**config.mk**
```make
export PLATFORM = sky130hd
export DESIGN_NAME = rsrb_cell
export DESIGN_NICKNAME = d
export VERILOG_FILES = /design/src/design/rsrb_pkg.sv /design/src/design/rsrb_cell.sv
export SDC_FILE = /design/constraint.sdc
export NUM_CORES = 1
export LEC_CHECK = 0
export BUFFER_PORTS_ARGS = -buffer_cell sky130_fd_sc_hd__buf_2
export CAP_MARGIN = 20
export CELL_PAD_IN_SITES_DETAIL_PLACEMENT = 2
export CELL_PAD_IN_SITES_GLOBAL_PLACEMENT = 2
export CORE_ASPECT_RATIO = 1.4
export CORE_MARGIN = 2
export CORE_UTILIZATION = 25
export CTS_CLUSTER_DIAMETER = 60
export DETAILED_ROUTE_END_ITERATION = 8
export GPL_TIMING_DRIVEN = 0
export PLACE_DENSITY = 0.84
export SETUP_SLACK_MARGIN = 0.05
export SLEW_MARGIN = 20
export SYNTH_ARGS = -nofsm -noshare
export SYNTH_HDL_FRONTEND = slang
export SYNTH_SLANG_ARGS = --single-unit
```
**constraint.sdc**
```tcl
create_clock -name clk -period 3.4 [get_ports clk]
set_clock_uncertainty 0.05 [all_clocks]
set_input_delay 0.34 -clock clk [delete_from_list [all_inputs] [get_ports clk]]
set_output_delay 0.34 -clock clk [all_outputs]
set_load 0.05 [all_outputs]
```
**src/design/rsrb_pkg.sv**
```systemverilog
// Shared types, codes and helpers for the RTP sequence reorder buffer.
// No dependencies; rsrb_cell, the top level and the checker use this package.
`timescale 1ns / 1ps
`default_nettype none

package rsrb_pkg;

  localparam int unsigned DEPTH_DEFAULT = 64;

  localparam logic [1:0] OP_INSERT = 2'd0;
  localparam logic [1:0] OP_POP    = 2'd1;
  localparam logic [1:0] OP_FLUSH  = 2'd2;

  typedef enum logic [2:0] {
    ST_INSERTED  = 3'd0,
    ST_DUPLICATE = 3'd1,
    ST_FULL      = 3'd2,
    ST_IN_ORDER  = 3'd3,
    ST_LOSS      = 3'd4,
    ST_EMPTY     = 3'd5,
    ST_FLUSHED   = 3'd6
  } status_t;

  typedef enum logic [1:0] {
    S_IDLE,
    S_CMP,
    S_DEC
  } fsm_t;

  typedef enum logic [2:0] {
    CELL_HOLD,
    CELL_CMP,
    CELL_LOAD_NEW,
    CELL_LOAD_LEFT,
    CELL_LOAD_RIGHT
  } cell_action_t;

  typedef struct packed {
    cell_action_t action;
    logic         occ;
  } cell_ctrl_t;

  // Half-range wraparound order: a precedes b.
  function automatic logic seq_before(input logic [15:0] a, input logic [15:0] b);
    logic [15:0] diff;
    diff = a - b;
    return diff[15];
  endfunction

endpackage

`default_nettype wire

```
**src/design/rsrb_cell.sv**
```systemverilog
// One entry of the sorted chain: holds a sequence number and tag, compares
// against the broadcast key and shifts to/from its neighbors. Uses rsrb_pkg.
`timescale 1ns / 1ps
`default_nettype none

module rsrb_cell (
  input  wire logic                clk,
  input  wire rsrb_pkg::cell_ctrl_t ctrl,
  input  wire logic [15:0]         key,
  input  wire logic [15:0]         key_tag,
  input  wire logic [15:0]         left_seq,
  input  wire logic [15:0]         left_tag,
  input  wire logic [15:0]         right_seq,
  input  wire logic [15:0]         right_tag,
  output logic      [15:0]         seq,
  output logic      [15:0]         tag,
  output logic                     hit,
  output logic                     bf
);

  always_ff @(posedge clk) begin
    case (ctrl.action)
      rsrb_pkg::CELL_CMP: begin
        hit <= ctrl.occ && (seq == key);
        bf  <= ctrl.occ && rsrb_pkg::seq_before(key, seq);
      end
      rsrb_pkg::CELL_LOAD_NEW: begin
        seq <= key;
        tag <= key_tag;
      end
      rsrb_pkg::CELL_LOAD_LEFT: begin
        seq <= left_seq;
        tag <= left_tag;
      end
      rsrb_pkg::CELL_LOAD_RIGHT: begin
        seq <= right_seq;
        tag <= right_tag;
      end
      default: begin
      end
    endcase
  end

endmodule

`default_nettype wire

```
-- Word-level counts from Yosys, hierarchy flattened
Cells that the tools add are included.
- bits in registers: 34
- latch bits: 0
- RAM bits: 0
- ROM bits: 0
- input port bits: 101
- output and inout bits: 34
- logic and storage cells: 15
- memories: 0
- $add $sub $neg: 1
- $mul: 0
- div/mod/pow operators: 0
- $lt $le $gt $ge: 0
- eq/ne operators: 5
- shift-type cells: 0
- mux-type cells: 2
- bitwise gates (word level): 0
- reductions and logical operators: 3
- operators by type and width (kind ; count):
    $pmux W16 S3 ; 2
    $eq A16 B16 Y1 ; 1
    $sub A16 B16 Y16 ; 1
    $eq A3 B2 Y1 const B ; 2
    $eq A3 B1 Y1 const B ; 1
    $eq A3 B3 Y1 const B ; 1
    $reduce_bool A3 Y1 ; 1
    $logic_and A1 B1 Y1 ; 2

-- Depth between registers and ports, before layout
- depth in word-level cells: 2
- mapped depth: 7
- mapped depth without buffers: 7

-- Worst setup path before layout
OpenSTA, ideal clock, no wires.
- kind: register to register
- from: register seq[13]
- to: register bf, data pin
- setup time: 255 ps
- data arrival time: 1764 ps
- data required time: 3095 ps
- path slack: 1330 ps
- cell stages (with the launch flop): 8
- path buffers: 0
- period minus slack after synthesis: 2070 ps
- cells stage by stage: edfxtp_1 > inv_1 > ha_1 > a21oi_2 > nand2_1 > a221oi_2 > nand3_1 > and3b_1
- cells in the longest elaborated chain, start to end: 2
- RTL lines (element ; line ; text):
    start: declaration ; rsrb_cell.sv:15 ; output logic [15:0] seq,
    start signal: assignment ; rsrb_cell.sv:28 ; seq <= key;
    start signal: assignment ; rsrb_cell.sv:32 ; seq <= left_seq;
    start signal: assignment ; rsrb_cell.sv:36 ; seq <= right_seq;
    $sub A16 B16 Y16 ; rsrb_pkg.sv:46 ; diff = a - b;
    $logic_and A1 B1 Y1 ; rsrb_cell.sv:25 ; bf <= ctrl.occ && rsrb_pkg::seq_before(key, seq);
    end signal: assignment ; rsrb_cell.sv:25 ;
    end: declaration ; rsrb_cell.sv:18 ; output logic bf
Every way passes these cells.
A chain may end at the register's enable or synchronous reset.

-- Worst setup path after layout
Same ends and word-level chain as after synthesis.

==> results.md <==
* Mapped Cells at 203
* Vias at 2119
* Number of routed nets with antenna violations at 0
* Syn Nets at 319
* Unrepaired setup endpoints after global routing: false
* Worst slack, placed at 1.14 ns
* Comb pwr share at 30.3%
* Worst Tran Pin Value at 0.804 ns
* Yosys top cell by area: edfxtp_1
* Status: complete, no violations
* Setup crit start kind: flop
* CP max FO at 4
* Setup crit end kind: flop
* Gp weighted congestion at 0.687
* Die area at 0.00901 sq mm
* Post-synth ARST share at 0%
* Switching pwr at 0.470 mW
* Io pins at 135
* Power Density at 461 mW/mm^2
* Pin count of the biggest net entering global routing at 33
* CTS buffer count at 5
* Fin. max-slew vios at 0
* Total grt overflow at 0
* CTS tree: built
* DR vias/cell at 4.74
* Area of the multi-input gates at 891 sq um
* Hold slack at 0.279 ns
* Drt pass-1 iters at 4
* Post-synth cell types at 26
* Clock power share at 31.2%
* Final hold violation count at 0
* Routed WL per cell at 15.9 um
* Antenna violations before repair at 0
* Routed wire length at 7120 um
* Period minus WS final at 1.96 ns
* First-pass GRT wire length at 11400 um
* Final setup viols at 0
* CP arrival at 1.94 ns
* Placed cell count at 439
* GRT Util Overall at 16.5%
* Seq pwr share at 38.5%
* Pleak at 1.53 nW
* Fin cells at 447
* MaxCap Viol Count at 0
* Crit path kind: flop to flop
* Remaining DRCs at 0
* FMAX at 0.510 GHz
* Initial core utilization at 25.5%
* Clk Latency, worst-skew pair at 0.28 ns
* DP Wirelength at 5760 um
* Clock transition at path regs at 0.06 ns
* # rows at 39
* Core box area at 0.00810 sq mm
* CTS resizes at 0
* Post-synth top area share at 49.5%
* Period utilization at 57.7%
* Postcts setup bufs at 0
* Area Overhead vs Synth at 45.3%
* CTS sink count at 34
* Ys Warns at 0
* Nets at 460
* Count leader, synth: nand2_1
* Yosys reg bits at 34
* Int Power at 0.913 mW
* Leading cell types by count after synthesis: 67 x nand2_1, 34 x edfxtp_1, 31 x a22oi_1
* Violation count after the first detailed-routing iteration at 47
* Worst Hold Class: primary input to flop
* Worst VDD drop at 0.199 mV
* Worst setup margin at 1.44 ns
* Seq/Total Area, Yosys at 49.5%
* Slew headroom at 46.4%
* Die height at 112 um
* Layout cells sized above 1 at 45.2%
* TNS Setup at 0 ns
* Mapped Area at 0.00206 sq mm
* # hold bufs at CTS at 0
* Sw Ratio at 34.0%
* H-tree Lvls at 2
* Predominant post-synthesis flop cell: edfxtp_1
* Critical path required time at 3.38 ns
* CTS Root Cell: clkbuf_16
* Sequential cell area at 0.00102 sq mm
* Clock Path Buffers at 2
* Fillers at 964
* Die width at 80.8 um
* Vias in the first global route at 2363
* Diodes inserted at 0
* Largest cells by area after synthesis: edfxtp_1 49%, nand2_1 12%, a22oi_1 11%
* IO Port Bufs at 134
* Avg Cell Area, Syn at 10.2 sq um
* Post-synth EDFFs at 34
==> sequential cells by signal (all words and copies together) (netlist names) <==
| signal | cells |
|---|---|
| seq | 16 |
| bf | 1 |
| tag | 16 |
| hit | 1 |
==> cells in the final DEF (no fill, tap or decap), drive strengths merged <==
master / Yosys / layout
nor2: 1 / 1
and3: 1 / 1
xor2: 1 / 1
clkbuf: 0 / 5
inv: 16 / 16
nor3b: 1 / 1
and3b: 1 / 1
edfxtp: 34 / 34
buf: 10 / 144
a21o: 1 / 1
o21ai: 3 / 3
a22oi: 31 / 31
nand3: 2 / 2
a21oi: 8 / 8
a221o: 1 / 1
ha: 15 / 15
a221oi: 1 / 1
nor3: 4 / 4
nand2: 67 / 67
nand4: 2 / 2
and4: 2 / 2
nand3b: 1 / 1
clkinv: 0 / 3
==> metrics by stage <==
stage	area, sq um	util, %	total power [mW]
after global placement	2860	35.3	0.951
after floorplan	2060	-	0.819
after CTS	3000	37.0	1.41
after global routing	3000	37.0	1.46
after detailed placement	2860	35.4	0.967
final	3000	37.0	1.38
==> power by group through the flow <==
stage | combinational [mW] | sequential, mW | clock, mW
global route | 0.459 | 0.539 | 0.460
finish | 0.420 | 0.533 | 0.431
floorplan | 0.126 | 0.693 | 0
CTS | 0.428 | 0.534 | 0.445
detailed placement | 0.425 | 0.542 | 0
global placement | 0.411 | 0.540 | 0
==> layout make-up <==
cell class                      instances  area share, %
Sequential cell                        34           34.0
Multi-Input combinational cell        143           29.7
Timing Repair Buffer                  134           22.4
Tap cell                              102           4.25
Clock buffer                            5           4.17
Buffer                                 10           3.13
Inverter                               16           2.00
Clock inverter                          3          0.375
==> layer usage <==
| metal | up-vias | GRT usage [%] | wire, um |
|---|---|---|---|
| met5 | - | 0 | 0 |
| met4 | 0 | 4.18 | 77 |
| met3 | 7 | 4.05 | 496 |
| met2 | 78 | 31.1 | 4010 |
| met1 | 1018 | 17.7 | 2540 |
| li1 | 1016 | - | - |
==> path summary, 6_finish.rpt <==
kind                                   from       to  slack [ns]  cells past startpoint
worst max-delay path                seq[13]       bf        1.44                      7
worst min-delay path            key_tag[15]  tag[15]        0.28                      3
worst max register to register      seq[13]       bf        1.44                      7
worst min register to register      seq[15]       bf        0.81                      3
==> cell families (layout without fill, tap and decap cells) <==
group                      after synthesis  count (layout)  synth area share (%)
and+or+nand+nor                         82              82                  17.9
AOI/OAI and AO/OA                       45              45                  15.7
DFF                                     34              34                  49.5
buffers and inverters                   26             168                  7.45
adders and majority gates               15              15                  9.09
xor gates and xnor gates                 1               1                 0.424
==> critical path, stage by stage (launching register included) <==
cell and delay [ns]:
edfxtp_1 0.34, inv_1 0.05, ha_1 0.35, nand4_1 0.14, nor3_2 0.25, o21ai_0 0.16, a21oi_1 0.17, and3b_1 0.20
Note: power is estimated with default switching activity, not from simulation.
